===== config.mk =====
export PLATFORM = sky130hd
export DESIGN_NAME = oat_ctrl
export DESIGN_NICKNAME = d
export VERILOG_FILES = /design/src/sv/oat_pkg.sv /design/src/sv/oat_ctrl.sv
export SDC_FILE = /design/constraint.sdc
export NUM_CORES = 1
export LEC_CHECK = 0
export BUFFER_PORTS_ARGS = -buffer_cell sky130_fd_sc_hd__buf_4
export CAP_MARGIN = 5
export CORE_MARGIN = 5
export CORE_UTILIZATION = 41
export DETAILED_ROUTE_END_ITERATION = 6
export MAX_ROUTING_LAYER = met4
export PLACE_DENSITY = 0.81
export SYNTH_ARGS = -nofsm -noshare
export SYNTH_HDL_FRONTEND = slang
export SYNTH_SLANG_ARGS = --single-unit
export TNS_END_PERCENT = 10

===== constraint.sdc =====
create_clock -name clk -period 1.7 [get_ports clk]
set_input_delay 0.51 -clock clk [delete_from_list [all_inputs] [get_ports clk]]
set_output_delay 0.51 -clock clk [all_outputs]
set_load 0.1 [all_outputs]

===== src/sv/oat_pkg.sv =====
package oat_pkg;

  // table geometry
  localparam int DEPTH     = 64;
  localparam int KEY_W     = 32;
  localparam int VAL_W     = 32;
  localparam int IDX_W     = $clog2(DEPTH);
  localparam int CNT_W     = $clog2(DEPTH + 1);

  // port field widths
  localparam int OP_W      = 3;
  localparam int POS_W     = 8;
  localparam int STAT_W    = 2;
  localparam int OUT_IDX_W = 6;
  localparam int OUT_CNT_W = 7;

  // width used to compare position against counts
  localparam int CMP_W     = (POS_W > CNT_W) ? POS_W : CNT_W;

  // operation codes
  typedef enum logic [OP_W-1:0] {
    OP_ADD       = 3'd0,
    OP_FIND      = 3'd1,
    OP_REM_KEY   = 3'd2,
    OP_REM_IDX   = 3'd3,
    OP_GET_NTH   = 3'd4,
    OP_GET_IDX   = 3'd5,
    OP_REKEY_KEY = 3'd6,
    OP_REKEY_IDX = 3'd7
  } op_t;

  // result status codes
  typedef enum logic [STAT_W-1:0] {
    ST_OK        = 2'd0,
    ST_NOT_FOUND = 2'd1,
    ST_FULL      = 2'd2,
    ST_RANGE     = 2'd3
  } status_t;

  // controller to datapath commands
  typedef struct packed {
    logic    load;
    logic    scan_init;
    logic    scan_step;
    logic    shift_init;
    logic    shift_step;
    logic    hit_from_pos;
    logic    wr_add;
    logic    wr_key;
    logic    fetch;
    logic    dec_count;
    logic    out_load;
    status_t out_status;
  } oat_cmd_t;

  // datapath to controller status
  typedef struct packed {
    op_t  op;
    logic full;
    logic empty;
    logic pos_oob;
    logic hit;
    logic miss;
    logic shift_done;
    logic out_free;
  } oat_stat_t;

endpackage


===== src/sv/oat_ctrl.sv =====
module oat_ctrl import oat_pkg::*; (
  input  logic      clk,
  input  logic      rst_n,
  input  logic      in_valid,
  output logic      in_stall,
  input  oat_stat_t stat,
  output oat_cmd_t  cmd
);

  typedef enum logic [5:0] {
    S_IDLE     = 6'b000001,
    S_DISPATCH = 6'b000010,
    S_SCAN     = 6'b000100,
    S_SHIFT    = 6'b001000,
    S_FETCH    = 6'b010000,
    S_RESP     = 6'b100000
  } state_t;

  state_t  state_r, state_nxt;
  status_t status_r, status_nxt;

  assign in_stall = state_r != S_IDLE;

  // sequencing
  always_comb begin
    state_nxt  = state_r;
    status_nxt = status_r;
    cmd        = '0;
    cmd.out_status = status_r;
    case (state_r)
      S_IDLE: begin
        if (in_valid) begin
          cmd.load  = 1'b1;
          state_nxt = S_DISPATCH;
        end
      end
      S_DISPATCH: begin
        case (stat.op)
          OP_ADD: begin
            state_nxt = S_RESP;
            if (stat.full) begin
              status_nxt = ST_FULL;
            end else begin
              cmd.wr_add = 1'b1;
              status_nxt = ST_OK;
            end
          end
          OP_FIND, OP_REM_KEY, OP_GET_NTH, OP_REKEY_KEY: begin
            if (stat.empty) begin
              status_nxt = ST_NOT_FOUND;
              state_nxt  = S_RESP;
            end else begin
              cmd.scan_init = 1'b1;
              state_nxt     = S_SCAN;
            end
          end
          default: begin
            // by-index operations
            if (stat.pos_oob) begin
              status_nxt = ST_RANGE;
              state_nxt  = S_RESP;
            end else begin
              cmd.hit_from_pos = 1'b1;
              status_nxt       = ST_OK;
              state_nxt        = S_RESP;
              if (stat.op == OP_REM_IDX) begin
                cmd.shift_init = 1'b1;
                state_nxt      = S_SHIFT;
              end else if (stat.op == OP_GET_IDX) begin
                state_nxt = S_FETCH;
              end else begin
                cmd.wr_key = 1'b1;
              end
            end
          end
        endcase
      end
      S_SCAN: begin
        cmd.scan_step = 1'b1;
        if (stat.hit) begin
          status_nxt = ST_OK;
          state_nxt  = S_RESP;
          if (stat.op == OP_REM_KEY) begin
            cmd.shift_init = 1'b1;
            state_nxt      = S_SHIFT;
          end else if (stat.op == OP_GET_NTH) begin
            state_nxt = S_FETCH;
          end else if (stat.op == OP_REKEY_KEY) begin
            cmd.wr_key = 1'b1;
          end
        end else if (stat.miss) begin
          status_nxt = ST_NOT_FOUND;
          state_nxt  = S_RESP;
        end
      end
      S_SHIFT: begin
        // move the following entries down one place
        cmd.shift_step = 1'b1;
        if (stat.shift_done) begin
          cmd.dec_count = 1'b1;
          state_nxt     = S_RESP;
        end
      end
      S_FETCH: begin
        cmd.fetch = 1'b1;
        state_nxt = S_RESP;
      end
      S_RESP: begin
        if (stat.out_free) begin
          cmd.out_load = 1'b1;
          state_nxt    = S_IDLE;
        end
      end
      default: begin
        state_nxt = S_IDLE;
      end
    endcase
  end

  always_ff @(posedge clk) begin
    if (!rst_n) begin
      state_r  <= S_IDLE;
      status_r <= ST_OK;
    end else begin
      state_r  <= state_nxt;
      status_r <= status_nxt;
    end
  end

endmodule


==> results of run 1 <==
## final timing paths
check | from | endpoint | slack, ps | depth (start not counted)
hold reg to reg | status_r[1]$_SDFFE_PN0P_ | status_r[1]$_SDFFE_PN0P_ | 570 | 2
setup / recovery | state_r[0]$_SDFFE_PN1P_ | cmd[3] | -550 | 4
setup reg to reg | state_r[3]$_SDFFE_PN0P_ | status_r[0]$_SDFFE_PN0P_ | -50 | 7
hold / removal | rst_n | state_r[0]$_SDFFE_PN1P_ | 500 | 2
## registers in the layout, summed over array words and instances (netlist names)
name,cells
status_r,2
state_r,6
## area by class of cell
cell class | count | share of cell area
inverter | 5 | 0.0139
sequential | 8 | 0.128
clock buffer | 3 | 0.0167
multi-input combinational | 65 | 0.422
timing repair buffer | 54 | 0.405
tap | 16 | 0.0149
## repair_timing
action / 4_1_cts / 5_1_grt
pin swaps: 9 / 4
setup endpoints to repair: 13 / 15
resized for setup: 44 / 18
## logic make-up after synthesis
kind of cell / share of synthesized area
flops: 0.251
buf+inv: 0.0648
simple gates: 0.442
mux: 0.0157
compound gates: 0.185
xor+xnor: 0.0413
## synth_stat cells (2+ instances only)
cell	instances	area [µm²]
sky130_fd_sc_hd__inv_1	5	18.8
sky130_fd_sc_hd__and3_1	2	12.5
sky130_fd_sc_hd__dfxtp_1	8	160
sky130_fd_sc_hd__and2_1	2	12.5
sky130_fd_sc_hd__nor2_1	11	41.3
sky130_fd_sc_hd__nand2_1	3	11.3
sky130_fd_sc_hd__nor3_1	9	45.0
sky130_fd_sc_hd__xor2_1	2	17.5
sky130_fd_sc_hd__a21oi_1	2	10.0
sky130_fd_sc_hd__nand3_1	4	20.0
sky130_fd_sc_hd__nor3b_1	3	22.5
sky130_fd_sc_hd__nand3b_1	2	15.0
sky130_fd_sc_hd__o21a_1	2	15.0
sky130_fd_sc_hd__buf_6	2	22.5
sky130_fd_sc_hd__o221a_1	2	22.5
## worst max-delay path: stages, from the launching register on
cell                      delay [ps]
sky130_fd_sc_hd__dfxtp_2         360
sky130_fd_sc_hd__or4_4           570
sky130_fd_sc_hd__nor3b_4         200
sky130_fd_sc_hd__and2_4          190
sky130_fd_sc_hd__buf_12          170
## routing by layer
metal / share of wire / vias to the layer above / GRT usage
li1: - / 408 / -
met1: 0.37 / 455 / 0.301
met2: 0.50 / 76 / 0.496
met3: 0.071 / 23 / 0.0398
met4: 0.060 / 0 / 0.135
met5: 0 / - / -
## power breakdown
| group | switching, W | leakage [nW] | internal [W] |
|---|---|---|---|
| sequential | 0.0000278 | 0.0678 | 0.000203 |
| combinational | 0.000323 | 0.510 | 0.000209 |
| clock | 0.0000680 | 0.0138 | 0.0000811 |
## per-stage QoR
| step | hold WS [ps] | utilization |
|---|---|---|
| detailed placement | 493 | 0.723 |
| global route | 494 | 0.905 |
| finish | 497 | 0.905 |
| global placement | 486 | 0.723 |
| floorplan | 587 | - |
| CTS | 485 | 0.848 |
## cells in the final DEF (no fill, tap or decap), drive strengths merged, types with 3 or more instances in the layout
master   n
dfxtp    8
nand3    4
nand2    3
and3     3
inv      5
buf     54
nor3b    4
nor3    10
nor2    12
clkbuf   3
==> metrics.log, run 1 <==
INFO  metric power-per-cell-area = 676 nW/µm²
INFO  metric dp_hpwl = 1960 µm
INFO  metric route.final.wire_length = 3350 µm
INFO  metric violations_in_the_final_reports = setup timing
INFO  metric timing.max_cap.violations = 0
INFO  metric gpl.final_weighted_congestion = 0.823
INFO  metric syn_inst = 80
INFO  metric nNetsFinal = 150
INFO  metric cp.arrival = 1740 ps
INFO  metric initial_core_utilization = 0.428
INFO  metric path_clk_slew = 60 ps
INFO  metric dpl_worst_slack = -363 ps
INFO  metric worstPathMaxFanout = 4
INFO  metric clk-insertion-delay-late = 250 ps
INFO  metric tritoncts.num_buffers = 3
INFO  metric setup_viol = 14
INFO  metric ios = 27
INFO  metric fin_ws = -553 ps
INFO  metric first_global_vias = 1,055
INFO  metric die_h = 49.4 µm
INFO  metric multi_input_area = 568 µm²
INFO  metric yosysWarningCount = 0
INFO  metric postSynthRegisterBits = 8
INFO  metric ant_nets = 0
INFO  metric post_synth_instance_area = 637 µm²
INFO  metric track_usage = 0.280
INFO  metric peakVddDrop = 0.494 mV
INFO  metric area_delta_synth_final = 112%
INFO  metric global_route_wire_length_before_repair = 5200 µm
INFO  metric cts.htree.levels = 1
INFO  metric synth.avg_cell_area = 7.96 µm²
INFO  metric die_area = 2440 µm²
INFO  metric drt-vias-per-instance = 6.37
INFO  metric ff_latch_area = 173 µm²
INFO  metric worstSetupEndpointType = output port
INFO  metric post_route_cells_drive_above_1_share = 0.637
INFO  metric core_area = 1490 µm²
INFO  metric dr_total_vias = 962
INFO  metric drtIter0Drc = 51
INFO  metric clock-sinks = 8
INFO  metric fin_setup_tns = -4640 ps
INFO  metric detailed_place.area = 1080 µm²
INFO  metric buffer_ports.inserted = 26
INFO  metric synth_edf_count = 0
INFO  metric power.static_leakage = 0.592 nW
INFO  metric final_hold_viol_count = 0
INFO  metric layout.cell_area.non_filler = 1350 µm²
INFO  metric nature_of_the_critical_path_startpoint = flop
INFO  metric clock-root-buffer = sky130_fd_sc_hd__clkbuf_4
INFO  metric run_status = complete, but fails checks
INFO  metric placed_cells = 148
INFO  metric tritoncts = yes
INFO  metric yosys_most_used_dff = sky130_fd_sc_hd__dfxtp_1
INFO  metric crit_required = 1190 ps
INFO  metric yosys.cell_types.count = 36
INFO  metric count_of_antenna_diodes_in_the_layout = 0
INFO  metric mappedNetlistNets = 93
INFO  metric skew = 1.07 ps
INFO  metric number_of_antenna_violations_at_the_first_check_in_global_routing = 0
INFO  metric grt_start_max_net_pins = 6
INFO  metric drt-pass1-iter-count = 5
INFO  metric post_route_minimum_period = 2250 ps
INFO  metric min-delay-path-class = input port to flop
INFO  metric n_fill_cell = 57
INFO  metric route.detailed.wl_per_inst = 22.2 µm
INFO  metric timing.setup.critical_path_class = flop to output port
INFO  metric worstMarginPinSlew = 487 ps
INFO  metric fmaxAchievable = 444 MHz
INFO  metric min_period_over_period = 1.33
INFO  metric cts_max_path_buffers = 2
INFO  metric remaining_max_slew_budget_at_the_tightest_pin = 0.672
INFO  metric post-cts-setup-buffers = 0
INFO  metric die-width = 49.4 µm
INFO  metric rsz_0062_raised_after_global_routing = yes
INFO  metric finish.cell_count_without_fillers = 151
INFO  metric residual_drc_count = 0
INFO  metric synth.yosys.seq_area_share = 0.251
INFO  metric slew_violations = 0
INFO  metric power = 0.000911 W
INFO  metric cts_hold_repair.buffers = 0
INFO  metric async_flop_share = 0
INFO  metric global_route_congestion_overflow_total = 0
INFO  metric row_count = 14
Power figures use the tool's default switching activity.
==> inputs of run 2 (changes only) <==
--- a/config.mk
+++ b/config.mk
@@ -5,13 +5,14 @@
 export SDC_FILE = /design/constraint.sdc
 export NUM_CORES = 1
 export LEC_CHECK = 0
-export BUFFER_PORTS_ARGS = -buffer_cell sky130_fd_sc_hd__buf_4
+export ABC_AREA = 1
 export CAP_MARGIN = 5
 export CORE_MARGIN = 5
-export CORE_UTILIZATION = 41
+export CORE_UTILIZATION = 54
 export DETAILED_ROUTE_END_ITERATION = 6
+export DONT_BUFFER_PORTS = 1
 export MAX_ROUTING_LAYER = met4
-export PLACE_DENSITY = 0.81
+export PLACE_DENSITY = 0.8
 export SYNTH_ARGS = -nofsm -noshare
 export SYNTH_HDL_FRONTEND = slang
 export SYNTH_SLANG_ARGS = --single-unit
==> constraint.sdc (replaced) <==
create_clock -name clk -period 1.9 [get_ports clk]
set_input_delay 0.57 -clock clk [delete_from_list [all_inputs] [get_ports clk]]
set_output_delay 0.57 -clock clk [all_outputs]
set_load 0.1 [all_outputs]
==> run 2 against run 1 <==
Effect of this change: the run still ends with setup timing left; non-clock buffer count fell by 29; setup slack improved by 350 ps; total power shrank 40%; via count increased by 9.6%; hold slack lost 120 ps; design area decreased by 11%; register-to-register slack improved by 340 ps; clock skew up 5.8 ps; synthesized cell count increased by 50%; sequential share of layout area grew 1.3 points.
==> metrics.log, run 2 <==
INFO  metric run_status = complete, but fails checks
INFO  metric violations_in_the_final_reports = setup timing
INFO  metric synth-compound-area-share = 0.0954 (-0.0893)
INFO  metric finish.cell_count_without_fillers = 161 (+6.6%)
INFO  metric clk-insertion-delay-late = 290 ps (+40 ps)
INFO  metric first_global_vias = 1,046 (-0.85%)
INFO  metric cts_hold_repair.buffers = 0 (unchanged)
INFO  metric async_flop_share = 0 (unchanged)
INFO  metric gpl.final_weighted_congestion = 0.899 (+9.3%)
INFO  metric pwr-share-clk = 0.276 (+0.112)
INFO  metric clock-sinks = 8 (unchanged)
INFO  metric synth-adder-area-share = 0 (unchanged)
INFO  metric pwr-share-comb = 0.392 (-0.191)
INFO  metric number_of_antenna_violations_at_the_first_check_in_global_routing = 0 (unchanged)
INFO  metric synthMostInstantiatedCell = sky130_fd_sc_hd__nand2_1
INFO  metric n_fill_cell = 48 (-16%)
INFO  metric sw_ratio = 0.436 (-0.0233)
INFO  metric drtIter0Drc = 66 (+29%)
INFO  metric power.static_leakage = 0.555 nW (-6.2%)
INFO  metric row_count = 13 (-1)
INFO  metric nature_of_the_critical_path_startpoint = flop
INFO  metric yosys.cell_types.count = 25 (-31%)
INFO  metric slew_violations = 0 (unchanged)
INFO  metric die_h = 46.9 µm (-5.1%)
INFO  metric synth_top_cell_area_share = 0.218 (-0.0334)
INFO  metric route.detailed.wl_per_inst = 19.8 µm (-11%)
INFO  metric power_switching = 0.000240 W (-43%)
INFO  metric residual_drc_count = 0 (unchanged)
INFO  metric drt-pass1-iter-count = 5 (unchanged)
INFO  metric global_route_wire_length_before_repair = 5240 µm (+0.81%)
INFO  metric fin_ws = -206 ps (+348 ps)
INFO  metric power-per-cell-area = 456 nW/µm² (-33%)
INFO  metric yosys_most_used_dff = sky130_fd_sc_hd__dfxtp_1
INFO  metric cp.arrival = 1540 ps (-200 ps)
INFO  metric dr_total_vias = 1,054 (+9.6%)
INFO  metric post_route_minimum_period = 2110 ps
INFO  metric tritoncts = yes
INFO  metric largest_register_ffs = 6 (unchanged)
INFO  metric nNetsFinal = 161 (+7.3%)
INFO  metric placed_cells = 155 (+4.7%)
INFO  metric count_of_antenna_diodes_in_the_layout = 0 (unchanged)
INFO  metric most_common_cell_after_layout_fill_and_taps_aside = sky130_fd_sc_hd__nand2_1
INFO  metric rsz_0062_raised_after_global_routing = yes
INFO  metric largest_registers = state_r x6, status_r x2
INFO  metric mappedNetlistNets = 133 (+43%)
INFO  metric grt_start_max_net_pins = 12 (+6)
INFO  metric post_route_cells_drive_above_1_share = 0.445 (-0.192)
INFO  metric synth_top_area_cell = sky130_fd_sc_hd__dfxtp_1
INFO  metric regMostFlops = state_r
INFO  metric power = 0.000550 W (-40%)
INFO  metric postSynthRegisterBits = 8 (unchanged)
INFO  metric ant_nets = 0 (unchanged)
INFO  metric yosysWarningCount = 0 (unchanged)
INFO  metric tritoncts.num_buffers = 3 (unchanged)
INFO  metric seq_power_share = 0.332 (+0.079)
INFO  metric syn_inst = 120 (+50%)
INFO  metric synth.avg_cell_area = 6.12 µm² (-23%)
INFO  metric ios = 27 (unchanged)
INFO  metric setup_viol = 10 (-4)
INFO  metric min_period_over_period = 1.11
INFO  metric synth.area.mux_share = 0 (-0.0157)
INFO  metric detailed_place.area = 1110 µm² (+3.5%)
INFO  metric worstSetupEndpointType = output port
INFO  metric ys_top_cells_by_count = sky130_fd_sc_hd__nand2_1, sky130_fd_sc_hd__nor2_1, sky130_fd_sc_hd__inv_1, sky130_fd_sc_hd__nand3_1, sky130_fd_sc_hd__dfxtp_1
INFO  metric mostFrequentLayoutCells = sky130_fd_sc_hd__nand2_1, sky130_fd_sc_hd__buf_4, sky130_fd_sc_hd__nand3_1
INFO  metric timing.setup.critical_path_class = flop to output port
INFO  metric die-width = 46.9 µm (-5.1%)
INFO  metric synth_edf_count = 0 (unchanged)
INFO  metric min-delay-path-class = input port to flop
INFO  metric area_delta_synth_final = 64.1%
INFO  metric global_route_congestion_overflow_total = 0 (unchanged)
INFO  metric synth.yosys.seq_area_share = 0.218 (-0.0334)
INFO  metric layout.cell_area.non_filler = 1200 µm² (-11%)
INFO  metric crit_required = 1330 ps (+140 ps)
INFO  metric buffer_ports.inserted = 0 (-100%)
INFO  metric track_usage = 0.358 (+0.0782)
INFO  metric clock-root-buffer = sky130_fd_sc_hd__clkbuf_4
INFO  metric dp_hpwl = 1920 µm (-1.8%)
INFO  metric fmaxAchievable = 475 MHz
INFO  metric cts_max_path_buffers = 2 (unchanged)
INFO  metric cts.htree.levels = 1 (unchanged)
INFO  metric skew = 6.90 ps (+5.83 ps)
INFO  metric route.final.wire_length = 3180 µm (-5.0%)
INFO  metric timing.max_cap.violations = 0 (unchanged)
INFO  metric synth_xor_area_frac = 0 (-0.0413)
INFO  metric worstPathMaxFanout = 4 (unchanged)
INFO  metric worstMarginPinSlew = 287 ps (-200 ps)
INFO  metric largest_family_of_logic_cells_by_synthesized_area = simple AND/OR/NAND/NOR gates
INFO  metric simple_gate_area_share_of_the_yosys_netlist = 0.562 (+0.120)
INFO  metric fin_setup_tns = -1240 ps (+3400 ps)
INFO  metric core_area = 1300 µm² (-13%)
INFO  metric top_post_synthesis_cells_by_area = sky130_fd_sc_hd__dfxtp_1, sky130_fd_sc_hd__nand2_1, sky130_fd_sc_hd__nand3_1
INFO  metric peakVddDrop = 0.459 mV (-7.2%)
INFO  metric remaining_max_slew_budget_at_the_tightest_pin = 0.807 (+0.135)
INFO  metric drt-vias-per-instance = 6.55 (+2.8%)
INFO  metric internal_power = 0.000310 W (-37%)
INFO  metric post_synth_instance_area = 734 µm² (+15%)
INFO  metric die_area = 2200 µm² (-10%)
INFO  metric final_hold_viol_count = 0 (unchanged)
INFO  metric path_clk_slew = 60 ps (about the same)
INFO  metric initial_core_utilization = 0.564 (+0.137)
## run 2: changes by cell type in the layout (fill, tap and decap cells not counted), moves of 5 or more
cell	change
sky130_fd_sc_hd__nand2_1	+21
sky130_fd_sc_hd__nand4_1	+5
sky130_fd_sc_hd__inv_1	+7
sky130_fd_sc_hd__inv_2	+5
sky130_fd_sc_hd__nand3_1	+9
sky130_fd_sc_hd__buf_4	-27
sky130_fd_sc_hd__nor3_1	-5
## run 2: power by group through the flow
stage | clock [W] | sequential [W] | combinational (W)
global route | 0.000162 | 0.000183 | 0.000228
floorplan | 0 | 0.000191 | 0.000149
detailed placement | 0 | 0.000186 | 0.000196
CTS | 0.000148 | 0.000183 | 0.000201
finish | 0.000152 | 0.000183 | 0.000215
global placement | 0 | 0.000185 | 0.000190
## run 2: logic make-up after synthesis
logic type / after synthesis
flip-flops: 8
buffers and inverters: 23
AND/OR/NAND/NOR: 77
AO/OA/AOI/OAI: 12
## run 2: through the flow
| stage | hold slack (ps) | setup slack, ps | util |
|---|---|---|---|
| 2_1_floorplan | 625 | -552 | - |
| 3_3_place_gp | 671 | 81.2 | 0.856 |
| 4_1_cts | 389 | -159 | 0.909 |
| 6_report | 380 | -206 | 0.926 |
| 5_1_grt | 389 | -266 | 0.926 |
| 3_5_place_dp | 673 | 27.8 | 0.856 |
## run 2: worst paths after layout
kind,startpoint,to,slack [ps],depth (start not counted)
worst min-delay path,rst_n,state_r[0]$_SDFFE_PN1P_,380,1
worst max-delay path,state_r[4]$_SDFFE_PN0P_,cmd[5],-210,6
worst min register to register,state_r[4]$_SDFFE_PN0P_,state_r[4]$_SDFFE_PN0P_,720,5
worst max register to register,state_r[3]$_SDFFE_PN0P_,state_r[5]$_SDFFE_PN0P_,290,8
## run 2: repair_timing
action,CTS,global route
endpoints found under the setup margin,11,12
buffers inserted,3,0
pin swaps,4,2
resized for setup,9,5
## run 2: layout make-up
| type | count | area [µm²] | share of cell area |
|---|---|---|---|
| Multi-Input combinational cell | 89 | 584 | 0.485 |
| Inverter | 21 | 85.1 | 0.0706 |
| Clock buffer | 3 | 22.5 | 0.0187 |
| Tap cell | 15 | 18.8 | 0.0156 |
| Timing Repair Buffer | 25 | 324 | 0.269 |
| Sequential cell | 8 | 170 | 0.141 |
## run 2: worst max-delay path, stage by stage (launching register included)
cell,delay (ps)
sky130_fd_sc_hd__dfxtp_2,330
sky130_fd_sc_hd__nor2_4,180
sky130_fd_sc_hd__nand3_4,120
sky130_fd_sc_hd__nor2_4,120
sky130_fd_sc_hd__nand4_1,170
sky130_fd_sc_hd__o41ai_4,110
sky130_fd_sc_hd__buf_12,220
## run 2: routing by layer
metal  vias to the layer above  track usage  part of all wire
li1                        441            -                 -
met1                       493        0.392              0.35
met2                        84        0.575              0.47
met3                        36        0.107             0.097
met4                         0        0.199             0.079
met5                         -            -                 0
==> inputs of run 3 (changes only) <==
--- a/config.mk
+++ b/config.mk
@@ -5,14 +5,13 @@
 export SDC_FILE = /design/constraint.sdc
 export NUM_CORES = 1
 export LEC_CHECK = 0
-export ABC_AREA = 1
 export CAP_MARGIN = 5
-export CORE_MARGIN = 5
-export CORE_UTILIZATION = 54
+export CORE_AREA = 5 5 42 44
 export DETAILED_ROUTE_END_ITERATION = 6
+export DIE_AREA = 0 0 47 49
 export DONT_BUFFER_PORTS = 1
 export MAX_ROUTING_LAYER = met4
-export PLACE_DENSITY = 0.8
+export PLACE_DENSITY = 0.73
 export SYNTH_ARGS = -nofsm -noshare
 export SYNTH_HDL_FRONTEND = slang
 export SYNTH_SLANG_ARGS = --single-unit
==> run 3 against run 2 <==
Effect of this change: the flow still finishes with violations (setup timing); combinational power grew 82%; non-clock buffer count grew 5; clock-buffer cell count did not move; sequential power is 15% higher; clock power shrank 11%; design area is 5.7% lower; via count decreased by 23%; largest cell class unchanged.
==> metrics.log, run 3 (same netlist as run 1, synthesis figures left out) <==
INFO  metric cells_along_the_critical_path = or4_4 -> nor3b_4 -> and2_4 -> buf_12
INFO  metric seq_power_share = 0.286 (-0.046)
INFO  metric cts_max_path_buffers = 2 (unchanged)
INFO  metric critical_path.reg2reg.endpoint = status_r[0]$_SDFFE_PN0P_
INFO  metric drt-vias-per-instance = 6.39 (-2.3%)
INFO  metric final_hold_viol_count = 0 (unchanged)
INFO  metric setup_viol = 12 (+2)
INFO  metric pwr-share-comb = 0.530 (+0.138)
INFO  metric min_delay_worst_endpoint = state_r[4]$_SDFFE_PN0P_
INFO  metric clock-sinks = 8 (unchanged)
INFO  metric number_of_antenna_violations_at_the_first_check_in_global_routing = 0 (unchanged)
INFO  metric area_delta_synth_final = 78.4%
INFO  metric global_route_wire_length_before_repair = 3880 µm (-26%)
INFO  metric ant_nets = 0 (unchanged)
INFO  metric hold_path_startpoint = stat[8]
INFO  metric slowest_stage = sky130_fd_sc_hd__or4_4
INFO  metric mostFrequentLayoutCells = sky130_fd_sc_hd__buf_4, sky130_fd_sc_hd__buf_12, sky130_fd_sc_hd__nor2_1
INFO  metric die_area = 2300 µm² (+4.8%)
INFO  metric route.final.wire_length = 2440 µm (-23%)
INFO  metric regMostFlops = state_r
INFO  metric power-per-cell-area = 650 nW/µm² (+42%)
INFO  metric cp.arrival = 1740 ps (+200 ps)
INFO  metric power.static_leakage = 0.481 nW (-13%)
INFO  metric die_h = 49 µm (+4.5%)
INFO  metric nNetsFinal = 126 (-22%)
INFO  metric largest_registers = state_r x6, status_r x2
INFO  metric clock-root-buffer = sky130_fd_sc_hd__clkbuf_4
INFO  metric min_period_over_period = 1.22 (+0.110)
INFO  metric tritoncts.num_buffers = 3 (unchanged)
INFO  metric drtIter0Drc = 33 (-50%)
INFO  metric pwr-share-clk = 0.184 (-0.092)
INFO  metric largest_register_ffs = 6 (unchanged)
INFO  metric power_switching = 0.000338 W (+41%)
INFO  metric slew_violations = 0 (unchanged)
INFO  metric timing.setup.critical_path_class = flop to output port
INFO  metric most_common_cell_after_layout_fill_and_taps_aside = sky130_fd_sc_hd__buf_4
INFO  metric grt_start_max_net_pins = 8 (-4)
INFO  metric global_route_congestion_overflow_total = 0 (unchanged)
INFO  metric nature_of_the_critical_path_startpoint = flop
INFO  metric tritoncts = yes
INFO  metric worstMarginPinSlew = 386 ps (+99.1 ps)
INFO  metric reg2reg_setup_slack = 90 ps (-200 ps)
INFO  metric peakVddDrop = 0.465 mV (+1.4%)
INFO  metric rsz_0062_raised_after_global_routing = yes
INFO  metric violations_in_the_final_reports = setup timing
INFO  metric clk-insertion-delay-late = 270 ps (-20 ps)
INFO  metric worst-r2r-cell-count = 7 (-1)
INFO  metric power = 0.000739 W (+34%)
INFO  metric first_global_vias = 859 (-18%)
INFO  metric worstSetupEndpointType = output port
INFO  metric worstPathMaxFanout = 4 (unchanged)
INFO  metric worst_path_largest_cell_delay = 570 ps (+240 ps)
INFO  metric run_status = complete, but fails checks
INFO  metric path_clk_slew = 60 ps (about the same)
INFO  metric cts.htree.levels = 1 (unchanged)
INFO  metric worstReg2RegStart = state_r[1]$_SDFFE_PN0P_
INFO  metric drt-pass1-iter-count = 4 (-1)
INFO  metric min-delay-path-class = input port to flop
INFO  metric fin_ws = -414 ps (-208 ps)
INFO  metric detailed_place.area = 1030 µm² (-7.3%)
INFO  metric count_of_antenna_diodes_in_the_layout = 0 (unchanged)
INFO  metric gpl.final_weighted_congestion = 0.875 (-2.6%)
INFO  metric timing.critical_path.buf_inv = 1 (unchanged)
INFO  metric timing.max_cap.violations = 0 (unchanged)
INFO  metric route.detailed.wl_per_inst = 19.2 µm (-2.9%)
INFO  metric ios = 27 (unchanged)
INFO  metric die-width = 47 µm (+0.26%)
INFO  metric fmaxAchievable = 432 MHz (-9.0%)
INFO  metric sw_ratio = 0.458 (+0.0223)
INFO  metric dr_total_vias = 812 (-23%)
INFO  metric residual_drc_count = 0 (unchanged)
INFO  metric track_usage = 0.232 (-0.127)
INFO  metric core_area = 1400 µm² (+7.7%)
INFO  metric remaining_max_slew_budget_at_the_tightest_pin = 0.741 (-0.0660)
INFO  metric post_route_cells_drive_above_1_share = 0.514 (+0.0683)
INFO  metric dp_hpwl = 1770 µm (-8.3%)
INFO  metric initial_core_utilization = 0.454 (-0.110)
INFO  metric number_of_instances_on_the_worst_hold_path = 1 (unchanged)
INFO  metric row_count = 14 (+1)
INFO  metric layout.cell_area.non_filler = 1140 µm² (-5.7%)
INFO  metric path_delay_family = simple AND/OR/NAND/NOR gates
INFO  metric buffer_ports.inserted = 0 (unchanged)
INFO  metric cts_hold_repair.buffers = 0 (unchanged)
INFO  metric fin_setup_tns = -2670 ps (-1430 ps)
INFO  metric post_route_minimum_period = 2310 ps (+208 ps)
INFO  metric crit_required = 1330 ps (about the same)
INFO  metric n_fill_cell = 78 (+63%)
INFO  metric internal_power = 0.000400 W (+29%)
INFO  metric skew = 6.54 ps (-0.359 ps)
-- run 3: cell count changes in the layout (fill, tap and decap cells not counted), moves of 3 or more --
cell,change
sky130_fd_sc_hd__buf_4,+6
sky130_fd_sc_hd__inv_1,-6
sky130_fd_sc_hd__inv_2,-6
sky130_fd_sc_hd__nand2_1,-21
sky130_fd_sc_hd__nand3_1,-9
sky130_fd_sc_hd__nand3_2,-3
sky130_fd_sc_hd__nand4_1,-5
sky130_fd_sc_hd__nor2_2,-3
sky130_fd_sc_hd__nor2_4,-4
sky130_fd_sc_hd__nor3_1,+5
-- run 3: worst max-delay path by stage --
stage          cells past startpoint                    start      end
3_5_place_dp                       4  state_r[1]$_SDFFE_PN0P_   cmd[3]
5_1_grt                            4  state_r[5]$_SDFFE_PN0P_   cmd[3]
6_report                           4  state_r[5]$_SDFFE_PN0P_   cmd[3]
3_3_place_gp                       4  state_r[1]$_SDFFE_PN0P_   cmd[3]
2_1_floorplan                      4  state_r[2]$_SDFFE_PN0P_  cmd[12]
4_1_cts                            4  state_r[5]$_SDFFE_PN0P_   cmd[3]
-- run 3: through the flow --
step	instances	setup slack, ps	hold slack [ps]	utilization
finish	127	-414	370	0.811
global placement	123	-124	479	0.737
detailed placement	123	-177	489	0.737
global route	127	-471	369	0.811
CTS	127	-383	381	0.782
floorplan	80	-1250	635	-
-- run 3: what timing repair did --
item                       in CTS  in global routing
pin swaps                       9                  3
gates cloned                    0                  0
setup endpoints to repair      12                 12
buffers inserted                1                  0
resized for setup              11                  9
-- run 3: power by group through the flow --
stage               registers, W  logic, W  clock network (W)
CTS                     0.000204  0.000371           0.000132
global route            0.000214  0.000408           0.000147
floorplan               0.000217  0.000238                  0
finish                  0.000211  0.000391           0.000136
detailed placement      0.000205  0.000357                  0
global placement        0.000202  0.000348                  0
-- run 3: area by class of cell --
| cell class | count | area [µm²] | share of cell area |
|---|---|---|---|
| Multi-Input combinational cell | 65 | 547 | 0.481 |
| Sequential cell | 8 | 174 | 0.153 |
| Timing Repair Buffer | 30 | 354 | 0.312 |
| Tap cell | 16 | 20.0 | 0.0176 |
| Inverter | 5 | 18.8 | 0.0165 |
| Clock buffer | 3 | 22.5 | 0.0198 |
-- run 3: metal layers --
| layer | routed length [µm] | GRT usage | share of wire |
|---|---|---|---|
| met1 | 774 | 0.239 | 0.32 |
| met2 | 1350 | 0.400 | 0.55 |
| met3 | 217 | 0.0406 | 0.089 |
| met4 | 95 | 0.111 | 0.039 |
| met5 | 0 | - | 0 |
